==> config.mk <==
export PLATFORM = sky130hd
export DESIGN_NAME = dses_cell
export DESIGN_NICKNAME = d
export VERILOG_FILES = /design/src/hdl/dses_pkg.sv /design/src/hdl/dses_cell.sv
export SDC_FILE = /design/constraint.sdc
export NUM_CORES = 1
export LEC_CHECK = 0
export BUFFER_PORTS_ARGS = -buffer_cell sky130_fd_sc_hd__buf_4
export CELL_PAD_IN_SITES_DETAIL_PLACEMENT = 1
export CELL_PAD_IN_SITES_GLOBAL_PLACEMENT = 1
export CORE_AREA = 2 2 114 116
export CTS_BUF_LIST = sky130_fd_sc_hd__clkbuf_4 sky130_fd_sc_hd__clkbuf_8
export CTS_CLUSTER_DIAMETER = 30
export DETAILED_ROUTE_END_ITERATION = 10
export DIE_AREA = 0 0 116 118
export GPL_TIMING_DRIVEN = 1
export PLACE_DENSITY = 0.73
export SLEW_MARGIN = 10
export SYNTH_ARGS = -nofsm -noshare
export SYNTH_HDL_FRONTEND = slang
export SYNTH_SLANG_ARGS = --single-unit
==> constraint.sdc <==
create_clock -name clk -period 4.8 [get_ports clk]
set_clock_uncertainty 0.1 [all_clocks]
set_input_delay 0.96 -clock clk [delete_from_list [all_inputs] [get_ports clk]]
set_output_delay 0.96 -clock clk [all_outputs]
set_load 0.01 [all_outputs]
==> src/hdl/dses_pkg.sv <==
// Shared types and constants of the depth-sorted entry stack.
package dses_pkg;

	localparam int DEPTH_W          = 32;
	localparam int PAYLOAD_W        = 32;
	localparam int COUNT_OUT_W      = 7;
	localparam int CAPACITY_DEF     = 64;
	localparam int PAYLOAD_BITS_DEF = 32;

	typedef enum logic [1:0] {
		ACT_PUSH  = 2'd0,
		ACT_POP   = 2'd1,
		ACT_CLEAR = 2'd2,
		ACT_SORT  = 2'd3
	} action_t;

	typedef enum logic [1:0] {
		CELL_HOLD,
		CELL_PUSH,
		CELL_POP,
		CELL_SORT
	} cell_op_t;

	typedef struct packed {
		cell_op_t op;
		logic     phase;
	} cell_cmd_t;

endpackage

==> src/hdl/dses_cell.sv <==
// One stack cell: holds one entry and shifts or swaps it with its neighbors.
module dses_cell import dses_pkg::*; #(
	parameter int INDEX        = 0,
	parameter int CNT_W        = 7,
	parameter int PAYLOAD_BITS = PAYLOAD_BITS_DEF
) (
	input  logic                      clk,
	input  cell_cmd_t                 cmd,
	input  logic [CNT_W-1:0]          count,
	input  logic signed [DEPTH_W-1:0] up_depth,
	input  logic [PAYLOAD_BITS-1:0]   up_payload,
	input  logic signed [DEPTH_W-1:0] dn_depth,
	input  logic [PAYLOAD_BITS-1:0]   dn_payload,
	input  logic                      swap_up,
	output logic signed [DEPTH_W-1:0] depth,
	output logic [PAYLOAD_BITS-1:0]   payload,
	output logic                      swap_dn
);

	localparam logic [CNT_W-1:0] NEXT_IDX   = CNT_W'(INDEX + 1);
	localparam logic             PAIR_PHASE = 1'(INDEX % 2);

	logic signed [DEPTH_W-1:0] depth_q;
	logic [PAYLOAD_BITS-1:0]   payload_q;

	// This cell is the upper one of its pair; the entry below moves up only when
	// strictly deeper, which keeps equal depths in their prior order.
	assign swap_dn = (cmd.op == CELL_SORT) && (cmd.phase == PAIR_PHASE) &&
	                 (NEXT_IDX < count) && (dn_depth > depth_q);

	always_ff @(posedge clk) begin
		case (cmd.op)
			CELL_PUSH: begin
				depth_q   <= up_depth;
				payload_q <= up_payload;
			end
			CELL_POP: begin
				depth_q   <= dn_depth;
				payload_q <= dn_payload;
			end
			CELL_SORT: begin
				if (swap_dn) begin
					depth_q   <= dn_depth;
					payload_q <= dn_payload;
				end else if (swap_up) begin
					depth_q   <= up_depth;
					payload_q <= up_payload;
				end
			end
			default: begin
			end
		endcase
	end

	assign depth   = depth_q;
	assign payload = payload_q;

endmodule

* After elaboration in Yosys (flattened, before gate mapping)
Cells that the tools add are included.
** Storage, ports and cells
- Register bits after elaboration :: 64
- Output and inout port bits :: 65
- Logic and storage cells :: 20
** Operators by class
- Order comparisons :: 2
- Eq/ne operators :: 4
- Multiplexer cells :: 6
- Bitwise operators :: 1
- Reduce and logical (&&, ||, !) cells :: 5
** Operator list (number)
- $pmux W32 S3 :: 2
- $mux W32 :: 4
- $gt A32 B32 Y1 :: 1
- $lt A1 B7 Y1 const A :: 1
- $eq A2 B2 Y1 const B :: 2
- $logic_and A1 B1 Y1 :: 3
- $ne A3 B3 Y1 const B :: 1
- $reduce_bool A3 Y1 :: 1
- $eq A2 B1 Y1 const B :: 1
- $reduce_and A2 Y1 :: 1
- $not A1 Y1 :: 1

* Logic depth before layout (Yosys ltp)
- Depth in word-level cells :: 6
- Gate-level depth with buffers :: 11
- Mapped depth without buffers :: 9

* Worst setup path after synthesis
No wires, ideal clock.
- Path type :: input to register
- From :: input port dn_depth[14]
- To :: register depth_q[0], in the netlist depth[0], enable pin
- Library setup time :: 433 ps
- Arrival time :: 4375 ps
- Setup slack :: -108 ps
- Stages on the path :: 8
- Path buffers :: 0
- Path through :: ha_1 a21oi_2 nand2_1 a221o_1 o31a_1 or3b_1 a21oi_1 o31a_1
** Between the ends
- Word-level cells in the longest chain between the ends :: 4
** RTL lines
- from (decl) :: line dses_cell.sv:12 : input logic signed [DEPTH_W-1:0] dn_depth,
- $gt A32 B32 Y1 :: line dses_cell.sv:29 : (NEXT_IDX < count) && (dn_depth > depth_q);
- $logic_and A1 B1 Y1 :: line dses_cell.sv:29
- net swap_dn :: line dses_cell.sv:17 : output logic swap_dn
- $ne A3 B3 Y1 (no line)
- $reduce_and A2 Y1 (no line)
- to (signal assigned) :: line dses_cell.sv:34 : depth_q <= up_depth;
- to (signal assigned) :: line dses_cell.sv:38 : depth_q <= dn_depth;
- to (signal assigned) :: line dses_cell.sv:43 : depth_q <= dn_depth;
- to (decl) :: line dses_cell.sv:23 : logic signed [DEPTH_W-1:0] depth_q;
The timed path passes the listed nets, and every way through them passes these cells.
A chain may end at the register's enable or synchronous reset.

* Worst setup path in the final report
- From :: input port dn_depth[14]
- To :: output port swap_dn
** Between the ends
- Word-level cells in the longest chain between the ends :: 2
** RTL lines (line)
- $gt A32 B32 Y1 :: dses_cell.sv:29
- $logic_and A1 B1 Y1 :: dses_cell.sv:29
- to (decl) :: dses_cell.sv:17
Every way passes these cells.

==> run metrics <==
status complete, no violations; Post-Route WL 10660 um; Final Core Density 0.4704; Worst setup endpoint swap_dn; final worst slack 0.6149 ns; P_leak 0.002868 uW; number of vias per cell 4.534; TNS Setup 0 ns; Worst Hold Class primary input to flop; critical path peak fanout 3; worst rel slew slack 0.7035; register area share after synthesis 0.4915; dpl ws 0.6043 ns; EDFF count, synth 64; CP Capture Type output port; routability cong. 0.7086; Post-Syn Area 3910 um2; VDD IR-drop max 0.1517 mV; Num Clock Sinks 64; Synthesized Nets 433; post-CTS sizing 0; Ant. Diodes 0; grt ovf 0; RR Startpoint depth[14]$_DFFE_PP_; area share of the leading cell type in the synthesized netlist 0.4915; critical path class primary input to output port; layout cells sized above 1 0.6151; Max Cap Viol 0; main flop type after synthesis edfxtp_1; largest cells by area after synthesis edfxtp_1, mux2_4, ha_1; leading area contributor after synthesis edfxtp_1; hpwl dp 8655 um; vias in the first global route 3242; root buffer cell clkbuf_8; number of setup violations in the final report 0; clk_lat worst skew 0.34 ns; Clock transition at path regs 0.08 ns; CTS buffer count 9; routed len/inst 16.40 um; maximum clock frequency 238.9 MHz; DRT Pass-1 Iters 4; post-route minimum period 4.185 ns; RR Endpoint depth[27]$_DFFE_PP_; maximum buffer depth of the clock tree 2; # hold bufs at CTS 0; Post-CTS Setup Inserts 0; Die Area 13690 um2; Core Footprint 12410 um2; initial core utilization 0.3150; Slew @ Worst Pin 0.4407 ns; register bit count reported by yosys 64; CP Data Arrival Time 3.13 ns; Layout Nets 645; Syn Inst Count 261; Layout area overhead 49.34%; Data required, critical path 3.74 ns; input/output buffers 203; first-pass GRT wire length 16140 um; vias 2947; CTS H-Tree Depth 3; post-synthesis cell type count 35; antenna violations before repair 0; Initial DRC Count 72; RSZ-0062 raised after global routing false; GRT Overall Usage 0.1558; I/O pin count 205; Fin. Hold Viols 0; TritonCTS clock tree built; DRC Markers 0; Routed Antenna Nets 0; mean area per synthesized cell 14.98 um2; crit path from dn_depth[14]; setup slack, reg-to-reg 1.39 ns; period utilization 0.8719; width of the die 116 um; row cnt 41; Async S/R FF share, synth 0; Die Y 118 um; pin count of the biggest net entering global routing 39; hold slack final 0.8066 ns; synth warn 0; worst r2r path cells 10; Power Density 300.0 nW/um2; Slew Viols, Final 0; Critical Path Start Type primary input
==> state kept, by name, indices dropped and copies added (netlist names) <==
signal and count:
depth 32, payload 32
==> kinds of logic (layout without fill, tap and decap cells) <==
kind of cell             count (synthesis)  after routing  share of synthesized area
multiplexers                            64             64                     0.2419
flip-flops                              64             64                     0.4915
buffers and inverters                   40            257                    0.06528
adder cells (fa/ha/maj)                 32             32                     0.1024
AND/OR/NAND/NOR                         31             31                    0.04576
AO/OA/AOI/OAI                           30             30                    0.05313
==> worst max-delay path, stage by stage <==
cell and delay [ns]:
buf_4 0.12, ha_1 0.33, nand4_1 0.15, nor2_1 0.09, a221o_1 0.33, o31a_1 0.34
or3b_1 0.39, a21oi_1 0.24, buf_4 0.18
==> Yosys cell counts (2+ instances only) <==
library cell and n:
a21o_1 2, a21oi_1 12, buf_12 6, edfxtp_1 64, ha_1 32, inv_1 33
mux2_2 4, mux2_4 60, nand2_1 7, nand3_1 5, nand4_1 7, nor2_1 3
o211a_1 2, o21ai_0 2, o31a_1 2
==> layout by cell type (no fill, tap or decap), drive strengths merged <==
cell type and count:
clkbuf 9, nor3 1, nor4 2, mux2 64, nor3b 1, a211o 1, a221o 1, a21oi 13
inv 34, nand2 7, clkinv 2, a31oi 1, nand3b 1, nand4 8, a32oi 1, or2 1
o21ai 3, o31a 2, nand3 5, a21o 2, edfxtp 64, o211a 2, nor2b 1, bufinv 3
a221oi 1, o211ai 1, ha 32, nor2 3, buf 208, a2111oi 1, o21a 1, or3b 1
clkinvlp 1
==> layout make-up <==
class / count / area (um2)
well taps: 172 / 215.2
multi-input cells: 157 / 1749
repair buffers: 208 / 1587
flip-flops and latches: 64 / 1922
inverters: 33 / 123.9
fillers: 1352 / 6575
clock inverters: 7 / 118.9
clock buffers: 9 / 123.9
==> per-layer routing <==
layer  share of wire  track usage
met5               0            0
met4           0.017      0.05506
met3           0.089      0.05304
met2            0.51       0.2749
met1            0.38       0.1716
==> how the worst min path moves through the flow <==
stage | start | to | cells past startpoint
after floorplan | up_depth[0] | depth[0]$_DFFE_PP_ | 1
after global placement | up_depth[22] | depth[22]$_DFFE_PP_ | 2
after detailed placement | up_payload[9] | payload[9]$_DFFE_PP_ | 2
after CTS | dn_payload[5] | payload[5]$_DFFE_PP_ | 2
after global routing | up_payload[21] | payload[21]$_DFFE_PP_ | 2
final | dn_payload[5] | payload[5]$_DFFE_PP_ | 2
==> metrics by stage <==
step	std cells	total power (uW)	cell area [um2]
after floorplan	261	971.6	3911
after global routing	650	1844	5839
after detailed placement	634	1199	5597
after CTS	650	1784	5839
after global placement	634	1180	5597
final	650	1752	5839
==> where the power goes <==
group	total, uW	internal, uW	switching [uW]
sequential	714	690	24.2
combinational	463	270	193
clock	575	346	229
total	1750	1300	447
No activity file was read; power rests on OpenSTA's default activity.
