File: src/hdl/dses_pkg.sv
// Shared types and constants of the depth-sorted entry stack.
package dses_pkg;

	localparam int DEPTH_W          = 32;
	localparam int PAYLOAD_W        = 32;
	localparam int COUNT_OUT_W      = 7;
	localparam int CAPACITY_DEF     = 64;
	localparam int PAYLOAD_BITS_DEF = 32;

	typedef enum logic [1:0] {
		ACT_PUSH  = 2'd0,
		ACT_POP   = 2'd1,
		ACT_CLEAR = 2'd2,
		ACT_SORT  = 2'd3
	} action_t;

	typedef enum logic [1:0] {
		CELL_HOLD,
		CELL_PUSH,
		CELL_POP,
		CELL_SORT
	} cell_op_t;

	typedef struct packed {
		cell_op_t op;
		logic     phase;
	} cell_cmd_t;

endpackage

File: src/hdl/dses_ctrl.sv
// Request/response handshake, entry count and sort pass sequencing.
module dses_ctrl import dses_pkg::*; #(
	parameter int CAPACITY = CAPACITY_DEF,
	parameter int CNT_W    = $clog2(CAPACITY + 1)
) (
	input  logic             clk,
	input  logic             arst_n,
	input  logic             req_valid,
	output logic             req_ready,
	input  action_t          action,
	output logic             rsp_valid,
	input  logic             rsp_ready,
	output logic             refused,
	output logic [CNT_W-1:0] count,
	output cell_cmd_t        cmd
);

	localparam logic [CNT_W-1:0] CAP_C = CNT_W'(CAPACITY);
	localparam logic [CNT_W-1:0] ONE_C = CNT_W'(1);

	logic [CNT_W-1:0] count_q;
	logic [CNT_W-1:0] pass_q;
	logic             busy_q;
	logic             rsp_valid_q;
	logic             refused_q;
	logic             accept;
	logic             full;
	logic             empty;

	assign full      = (count_q == CAP_C);
	assign empty     = (count_q == '0);
	assign req_ready = !busy_q && (!rsp_valid_q || rsp_ready);
	assign accept    = req_valid && req_ready;

	always_comb begin
		cmd.op    = CELL_HOLD;
		cmd.phase = pass_q[0];
		if (busy_q) begin
			cmd.op = CELL_SORT;
		end else if (accept) begin
			case (action)
				ACT_PUSH: cmd.op = full  ? CELL_HOLD : CELL_PUSH;
				ACT_POP:  cmd.op = empty ? CELL_HOLD : CELL_POP;
				default:  cmd.op = CELL_HOLD;
			endcase
		end
	end

	always_ff @(posedge clk or negedge arst_n) begin
		if (!arst_n) begin
			count_q     <= '0;
			pass_q      <= '0;
			busy_q      <= 1'b0;
			rsp_valid_q <= 1'b0;
			refused_q   <= 1'b0;
		end else begin
			if (accept) begin
				refused_q <= ((action == ACT_PUSH) && full) || ((action == ACT_POP) && empty);
				case (action)
					ACT_PUSH: begin
						if (!full) count_q <= count_q + ONE_C;
					end
					ACT_POP: begin
						if (!empty) count_q <= count_q - ONE_C;
					end
					ACT_CLEAR: count_q <= '0;
					default: begin
					end
				endcase
				// A sort of two or more entries runs one pass per entry before answering.
				if (action == ACT_SORT && count_q > ONE_C) begin
					busy_q      <= 1'b1;
					pass_q      <= '0;
					rsp_valid_q <= 1'b0;
				end else begin
					rsp_valid_q <= 1'b1;
				end
			end else if (busy_q) begin
				pass_q <= pass_q + ONE_C;
				if (pass_q == count_q - ONE_C) begin
					busy_q      <= 1'b0;
					rsp_valid_q <= 1'b1;
				end
			end else if (rsp_valid_q && rsp_ready) begin
				rsp_valid_q <= 1'b0;
			end
		end
	end

	assign rsp_valid = rsp_valid_q;
	assign refused   = refused_q;
	assign count     = count_q;

	a_count_bound: assert property (@(posedge clk) disable iff (!arst_n)
		count_q <= CAP_C) else $error("entry count above capacity");

	a_no_rsp_in_sort: assert property (@(posedge clk) disable iff (!arst_n)
		busy_q |-> !rsp_valid_q) else $error("response shown during sort");

	a_sort_answers: assert property (@(posedge clk) disable iff (!arst_n)
		$fell(busy_q) |-> rsp_valid_q) else $error("sort ended without response");

	a_push_grows: assert property (@(posedge clk) disable iff (!arst_n)
		(accept && action == ACT_PUSH && !full) |=> count_q == $past(count_q) + ONE_C)
		else $error("push did not grow the count");

	a_sort_keeps_count: assert property (@(posedge clk) disable iff (!arst_n)
		busy_q |=> count_q == $past(count_q)) else $error("count changed during sort");

endmodule

File: config.mk
export PLATFORM = sky130hd
export DESIGN_NAME = dses_ctrl
export DESIGN_NICKNAME = d
export VERILOG_FILES = /design/src/hdl/dses_pkg.sv /design/src/hdl/dses_ctrl.sv
export SDC_FILE = /design/constraint.sdc
export NUM_CORES = 1
export LEC_CHECK = 0
export ABC_AREA = 1
export BUFFER_PORTS_ARGS = -buffer_cell sky130_fd_sc_hd__buf_2
export CORE_UTILIZATION = 45
export CTS_BUF_LIST = sky130_fd_sc_hd__clkbuf_2 sky130_fd_sc_hd__clkbuf_4 sky130_fd_sc_hd__clkbuf_8
export DETAILED_ROUTE_END_ITERATION = 10
export HOLD_SLACK_MARGIN = 0.03
export PLACE_DENSITY = 0.65
export SLEW_MARGIN = 20
export SYNTH_ARGS = -nofsm -noshare
export SYNTH_HDL_FRONTEND = slang
export SYNTH_SLANG_ARGS = --single-unit
export TNS_END_PERCENT = 100
File: constraint.sdc
create_clock -name clk -period 2.4 [get_ports clk]
set_input_delay 0.48 -clock clk [delete_from_list [all_inputs] [get_ports clk]]
set_output_delay 0.48 -clock clk [all_outputs]
set_load 0.005 [all_outputs]
After elaboration in Yosys (flattened, before gate mapping)
Index checks and enable logic that the tools add are counted.
Widths: inputs -> output; s select.
Word-level totals
  bits in registers: 17
  output and inout bits: 13
  logic and storage cells: 56
  input port bits: 6
Operators by class
  equality and inequality tests: 9
  add/sub/neg operators: 3
  muxes and demuxes: 20
  reduce and logical (&&, ||, !) cells: 18
  $lt $le $gt $ge: 1
Operators with widths (number)
  $mux 7: 5
  $pmux 7 s3: 1
  $add 7x1->7 const B: 2
  $mux 1: 10
  $eq 7x7->1: 1
  $eq 7x7->1 const B: 1
  $gt 7x1->1 const B: 1
  $logic_not 7->1: 1
  $sub 7x1->7 const B: 1
  $logic_and 1x1->1: 6
  $mux 2: 3
  $reduce_bool 3->1: 2
  $eq 2x2->1 const B: 2
  $ne 2x2->1 const B: 2
  $pmux 2 s2: 1
  $reduce_and 2->1: 2
  $reduce_and 4->1: 1
  $ne 3x1->1 const B: 1
  $eq 2x1->1 const B: 1
  $logic_not 1->1: 2
  $logic_not 2->1: 1
  $logic_or 1x1->1: 2
  $ne 2x1->1 const B: 1
  $reduce_bool 2->1: 1

Depth between registers and ports, before layout
Gate-level depths: netlist of run 1.
  depth in word-level cells: 6
  gate-level depth with buffers: 13
  gate-level depth less buffers: 13

Worst setup path before layout of run 1
No wires, ideal clock.
  kind: register to output
  from: register count_q[0], in the netlist count[0]
  to: output cmd[2] in the netlist's numbering
  stages on the path, launching flop included: 7
  arrival time: 1.223 ns
  slack: 0.697 ns
  data required time: 1.920 ns
  cells stage by stage: dfrtp_1 -> inv_2 -> ha_1 -> nor3b_4 -> nand2_2 -> inv_2 -> o31ai_1
RTL lines
  start, declared: RTL line dses_ctrl.sv:21  | logic [CNT_W-1:0] count_q;
  start signal, assigned: RTL line dses_ctrl.sv:61  | if (!full) count_q <= count_q + ONE_C;
  start signal, assigned: RTL line dses_ctrl.sv:64  | if (!empty) count_q <= count_q - ONE_C;
  end, declared: RTL line dses_ctrl.sv:15  | output cell_cmd_t cmd

==> flow_metrics.env, run 1 <==
export IMPL_postLayoutCoreUtil_pct=51.7
export IMPL_max_stage_delay_ns=0.51
export IMPL_clock_fmax_mhz=451
export IMPL_fin_nets=236
export IMPL_portBuffers=18
export IMPL_tns_ns=0
export IMPL_r2r_start="count[0]$_DFFE_PN0P_"
export IMPL_critPathMaxFanout=10
export IMPL_wl_met3_um=148
export IMPL_start_kind="flop"
export IMPL_layout_drive_gt1_share_pct=25.5
export IMPL_crit_buf_inv=3
export IMPL_syn_area_mm2=0.00149
export IMPL_cts_tree="done"
export IMPL_firstDrtPassIters=4
export IMPL_skew_ns=0.00846
export IMPL_drt_wirelength_per_cell_um=11.9
export IMPL_cp_slowest_cell="dfrtp_1"
export IMPL_clkTransAtPathRegs_ns=0.12
export IMPL_drc_errors=0
export IMPL_die_area_mm2=0.00355
export IMPL_nFillCells=339
export IMPL_worst_pin_slew_ns=0.451
export IMPL_cts_setup_buffers=0
export IMPL_yosys_warnings=0
export IMPL_setup_viol=0
export IMPL_fin_crit_sh_pct=92.3
export IMPL_cts_max_level=1
export IMPL_vias=1325
export IMPL_period_needed_ns=2.22
export IMPL_synth_top_area_share_pct=28.5
export IMPL_grt_pass1_wl_um=5370
export IMPL_rsz0062_at_grt="false"
export IMPL_slew_headroom_pct=69.9
export IMPL_timing_final_hold_violations=0
export IMPL_clockBufferDepth=2
export IMPL_die_y_um=59.6
export IMPL_cts_buffers=3
export IMPL_worstSkewPairLatency_ns=0.31
export IMPL_grtUsageTotal_pct=20.7
export IMPL_io_pins=19
export IMPL_drt_antenna_violating_nets=0
export IMPL_vias_per_cell=5.02
export IMPL_dp_hpwl_um=2400
export IMPL_yosysMostFrequentCell="nand2_1"
export IMPL_critPathTopFamily="flip-flops"
export IMPL_ys_flop_type="dfrtp_1"
export IMPL_rr_worst_depth=10
export IMPL_synth_edf_count=0
export IMPL_crit_required_ns=1.92
export IMPL_hp_class="input pin to async pin"
export IMPL_avgSynthCellArea_um2=7.32
export IMPL_power_mw=1.90
export IMPL_ff2ff_setup_slack_ns=0.48
export IMPL_wl_met1_um=1510
export IMPL_rows=20
export IMPL_synthArstFlopShare_pct=100
export IMPL_worstSetupPathType="flop to output pin"
export IMPL_design_area_mm2=0.00161
export IMPL_place_ws_ns=0.454
export IMPL_routed_top_layer="met4"
export IMPL_antenna_found_initial=0
export IMPL_syn_nets=219
export IMPL_overflow=0
export IMPL_routabilityCongestion=0.868
export IMPL_wirelength_um=3140
export IMPL_ys_types=30
export IMPL_numClockSinks=17
export IMPL_core_area_mm2=0.00310
export IMPL_path_depth=7
export IMPL_met2_length_um=1450
export IMPL_cp_endpoint="cmd[2]"
export IMPL_power_density_mw_per_mm2=1180
export IMPL_status="complete, no violations"
export IMPL_synth_top_cell_by_area="dfrtp_1"
export IMPL_area_delta_synth_final_pct=7.54
export IMPL_drv_slew=0
export IMPL_antennaDiodeCount=0
export IMPL_rr_endpoint="count[5]$_DFFE_PN0P_"
export IMPL_cts_hold_buffers=0
export IMPL_ys_top_cells_by_area="dfrtp_1, nand2_1, nand3_1"
export IMPL_drv_cap=0
export IMPL_cts_root_buf="clkbuf_4"
export IMPL_die_w_um=59.6
export IMPL_synth_commonest_cells="nand2_1, nand3_1, inv_1, dfrtp_1, nor2_1"
export IMPL_drt_iter0_markers=81
export IMPL_initial_utilization_pct=48.1
export IMPL_cts_resized=0
export IMPL_synthCells=204
export IMPL_ys_ff_latch=17
export IMPL_end_kind="output pin"
export IMPL_worstSetupStartpoint="count[0]$_DFFE_PN0P_"
export IMPL_grt_pass1_vias=1169
export IMPL_ys_seq_area_share_pct=28.5
export IMPL_postPlaceCellArea_mm2=0.00157
export IMPL_grt_start_max_net_pins=18
export IMPL_cp_arrival_ns=1.74
export IMPL_fin_ws_ns=0.184
export IMPL_leakagePower_nw=0.824
export IMPL_path_cells="inv_4 -> ha_1 -> nor3b_4 -> nand2_2 -> inv_2 -> o31ai_1 -> buf_2"
export IMPL_vdd_drop_max_v=0.000565
==> worst min path at each step <==
stage | slack, ns | cells past startpoint | to | start
4_1_cts | 0.08 | 1 | count[1]$_DFFE_PN0P_ | arst_n
2_1_floorplan | 0.18 | 0 | busy_q$_DFFE_PN0P_ | arst_n
5_1_grt | 0.09 | 1 | refused$_DFFE_PN0P_ | arst_n
6_report | 0.08 | 1 | refused$_DFFE_PN0P_ | arst_n
3_5_place_dp | 0.44 | 1 | count[6]$_DFFE_PN0P_ | arst_n
3_3_place_gp | 0.44 | 1 | count[6]$_DFFE_PN0P_ | arst_n
==> state kept, by name (all words and copies together) (netlist names) <==
register	flops
busy_q	1
refused	1
rsp_valid	1
count	7
pass_q	7
==> where the power goes <==
part | switching, mW | internal, mW
logic | 0.642 | 0.443
registers | 0.226 | 0.420
clock network | 0.108 | 0.0638
total | 0.975 | 0.927
==> worst reg2reg max path, delay by kind of cell (launching register included) <==
kind / cells / cell delay, ns
flops: 1 / 0.51
fa+ha+maj: 1 / 0.21
buf+inv: 2 / 0.16
compound gates: 3 / 0.27
simple gates: 4 / 0.72
==> area by class of cell <==
type / instances / area [um2] / area share, %
flip-flops and latches: 17 / 425 / 26.5
repair buffers: 18 / 90.1 / 5.61
clock inverters: 1 / 7.51 / 0.468
well taps: 44 / 55.1 / 3.43
inverters: 31 / 119 / 7.40
clock buffers: 3 / 22.5 / 1.40
multi-input cells: 150 / 886 / 55.2
==> kinds of logic after synthesis <==
family,Yosys count,share of synthesized area (%)
simple gates,105,34.8
compound gates,31,14.1
fa+ha+maj,9,7.54
xor+xnor,5,2.93
buf+inv,37,12.2
flops,17,28.5
==> cell usage in the layout (no fill, tap or decap), types with 4 or more instances in the layout <==
master   Yosys  routed
nand2_1     46      46
nand3_1     26      26
inv_1       23      23
buf_2        0      18
dfrtp_1     17      17
nor2_1      12      12
o21ai_0     10      10
ha_1         9       9
o21ai_2      8       8
inv_2        8       7
nand2_2      7       7
a21oi_1      6       6
xor2_1       4       4
==> metal layers <==
layer	GRT usage, %	up-vias
li1	-	693
met1	28.0	595
met2	31.9	33
met3	5.02	4
met4	7.64	0
met5	0	-
==> stage by stage <==
step / hold WS (ns) / cells
2_1_floorplan: 0.184 / 204
3_3_place_gp: 0.441 / 260
3_5_place_dp: 0.440 / 260
4_1_cts: 0.0845 / 264
5_1_grt: 0.0862 / 264
6_report: 0.0771 / 264
Power figures use the tool's default switching activity.
==> run 2, diff against run 1 <==
--- a/config.mk
+++ b/config.mk
@@ -7,6 +7,7 @@
 export LEC_CHECK = 0
 export ABC_AREA = 1
 export BUFFER_PORTS_ARGS = -buffer_cell sky130_fd_sc_hd__buf_2
+export CORE_ASPECT_RATIO = 1.2
 export CORE_UTILIZATION = 45
 export CTS_BUF_LIST = sky130_fd_sc_hd__clkbuf_2 sky130_fd_sc_hd__clkbuf_4 sky130_fd_sc_hd__clkbuf_8
 export DETAILED_ROUTE_END_ITERATION = 10
==> flow_metrics.env, run 2 (synthesis gave the netlist of run 1 again) <==
export IMPL_start_kind="flop"
export IMPL_grt_pass1_vias=1129
export IMPL_pwr_share_seq_pct=33.9
export IMPL_routabilityCongestion=0.847
export IMPL_drv_cap=0
export IMPL_mostFrequentLayoutCell="nand2_1"
export IMPL_vias_per_cell=4.99
export IMPL_slew_headroom_pct=69.0
export IMPL_layout_drive_gt1_share_pct=25.9
export IMPL_cts_buffers=3
export IMPL_numClockSinks=17
export IMPL_fin_hold_ws_ns=0.0888
export IMPL_critPathTopFamily="simple AND/OR/NAND/NOR gates"
export IMPL_path_common_cell="nand3_1"
export IMPL_grt_start_max_net_pins=18
export IMPL_power_switching_mw=0.953
export IMPL_worstSetupPathType="flop to output pin"
export IMPL_path_cells="inv_2 -> ha_1 -> nor3b_4 -> nand3_1 -> nand3_1 -> nand2_1 -> buf_2"
export IMPL_ff2ff_setup_slack_ns=0.50
export IMPL_power_density_mw_per_mm2=1190
export IMPL_tns_ns=0
export IMPL_skew_ns=0.00240
export IMPL_fin_ws_ns=0.170
export IMPL_cp_slowest_cell="dfrtp_2"
export IMPL_critPathMaxFanout=10
export IMPL_grt_pass1_wl_um=5050
export IMPL_fin_crit_sh_pct=92.9
export IMPL_die_w_um=54.6
export IMPL_drt_antenna_violating_nets=0
export IMPL_clock_fmax_mhz=448
export IMPL_cp_arrival_ns=1.75
export IMPL_vias=1277
export IMPL_cts_max_level=1
export IMPL_antennaDiodeCount=0
export IMPL_rr_endpoint="count[0]$_DFFE_PN0P_"
export IMPL_worst_pin_slew_ns=0.464
export IMPL_design_area_mm2=0.00159
export IMPL_power_combinational_fraction_pct=56.8
export IMPL_timing_final_hold_violations=0
export IMPL_antenna_found_initial=0
export IMPL_end_kind="output pin"
export IMPL_wirelength_um=3020
export IMPL_crit_required_ns=1.92
export IMPL_power_frac_clock_pct=9.3
export IMPL_setup_viol=0
export IMPL_clkTransAtPathRegs_ns=0.11
export IMPL_period_needed_ns=2.23
export IMPL_dp_hpwl_um=2380
export IMPL_fin_nets=236
export IMPL_clockBufferDepth=2
export IMPL_core_area_mm2=0.00311
export IMPL_die_area_mm2=0.00355
export IMPL_hp_class="input pin to async pin"
export IMPL_status="complete, no violations"
export IMPL_place_ws_ns=0.381
export IMPL_cts_hold_buffers=0
export IMPL_portBuffers=18
export IMPL_rsz0062_at_grt="false"
export IMPL_crit_buf_inv=2
export IMPL_r2r_start="count[0]$_DFFE_PN0P_"
export IMPL_area_delta_synth_final_pct=6.79
export IMPL_layout_common_cells="nand2_1, nand3_1, inv_1, buf_2, dfrtp_1"
export IMPL_worstSkewPairLatency_ns=0.30
export IMPL_p_int_mw=0.938
export IMPL_drt_wirelength_per_cell_um=11.8
export IMPL_max_stage_delay_ns=0.48
export IMPL_io_pins=19
export IMPL_cts_tree="done"
export IMPL_sw_frac_of_total_pct=50.4
export IMPL_leakagePower_nw=0.827
export IMPL_rows=22
export IMPL_die_y_um=65.1
export IMPL_cts_root_buf="clkbuf_4"
export IMPL_overflow=0
export IMPL_drc_errors=0
export IMPL_firstDrtPassIters=4
export IMPL_vdd_drop_max_v=0.000646
export IMPL_rr_worst_depth=10
export IMPL_grtUsageTotal_pct=19.9
export IMPL_initial_utilization_pct=48.0
export IMPL_postPlaceCellArea_mm2=0.00156
export IMPL_drt_iter0_markers=33
export IMPL_drv_slew=0
-- run 2: cell types whose count changed in the layout (fill, tap and decap cells not counted) --
cell / delta
clkinvlp_4: -1
clkbuf_4: +1
dfrtp_1: -1
inv_4: -1
inv_2: +1
dfrtp_2: +1
-- run 2: worst max path at each step --
| stage | cells after the start | end | start | slack [ns] |
|---|---|---|---|---|
| after floorplan | 6 | cmd[2] | count[0]$_DFFE_PN0P_ | 0.70 |
| after global placement | 10 | count[0]$_DFFE_PN0P_ | count[0]$_DFFE_PN0P_ | 0.40 |
| after detailed placement | 10 | count[0]$_DFFE_PN0P_ | count[0]$_DFFE_PN0P_ | 0.38 |
| after CTS | 7 | cmd[2] | count[0]$_DFFE_PN0P_ | 0.05 |
| after global routing | 7 | cmd[1] | count[0]$_DFFE_PN0P_ | 0.04 |
| final | 7 | cmd[1] | count[0]$_DFFE_PN0P_ | 0.17 |
-- run 2: power by group through the flow --
stage | registers [mW] | clock network, mW | logic (mW)
floorplan | 0.570 | 0 | 0.937
global placement | 0.649 | 0 | 1.08
detailed placement | 0.647 | 0 | 1.08
CTS | 0.640 | 0.181 | 1.09
global route | 0.673 | 0.193 | 1.24
finish | 0.641 | 0.175 | 1.07
-- run 2: final cells by class --
cell class,instances,area [um2]
sequential,17,427
fill,330,1520
inverter,31,116
timing repair buffer,18,90.1
multi-input combinational,150,886
clock buffer,4,30.0
tap,36,45.0
-- run 2: metrics by stage --
stage                     cells  power, mW  util [%]
after global placement      252       1.73      50.2
after floorplan             204       1.51         -
final                       256       1.89      51.2
after global routing        256       2.11      51.2
after CTS                   256       1.91      51.2
after detailed placement    252       1.73      50.2
-- run 2: per-layer routing --
layer / part of all wire (%) / up-vias / wire (um) / GRT usage, %
li1: - / 685 / - / -
met1: 49 / 571 / 1490 / 26.0
met2: 47 / 16 / 1430 / 32.0
met3: 1.6 / 5 / 49 / 2.78
met4: 1.6 / 0 / 49 / 7.69
met5: 0 / - / 0 / 0
-- run 2: what timing repair did --
item                                    CTS  global route
endpoints found under the hold margin     0             0
setup buffers                             0             0
endpoints found under the setup margin    0             2
gates resized for setup                   0             1
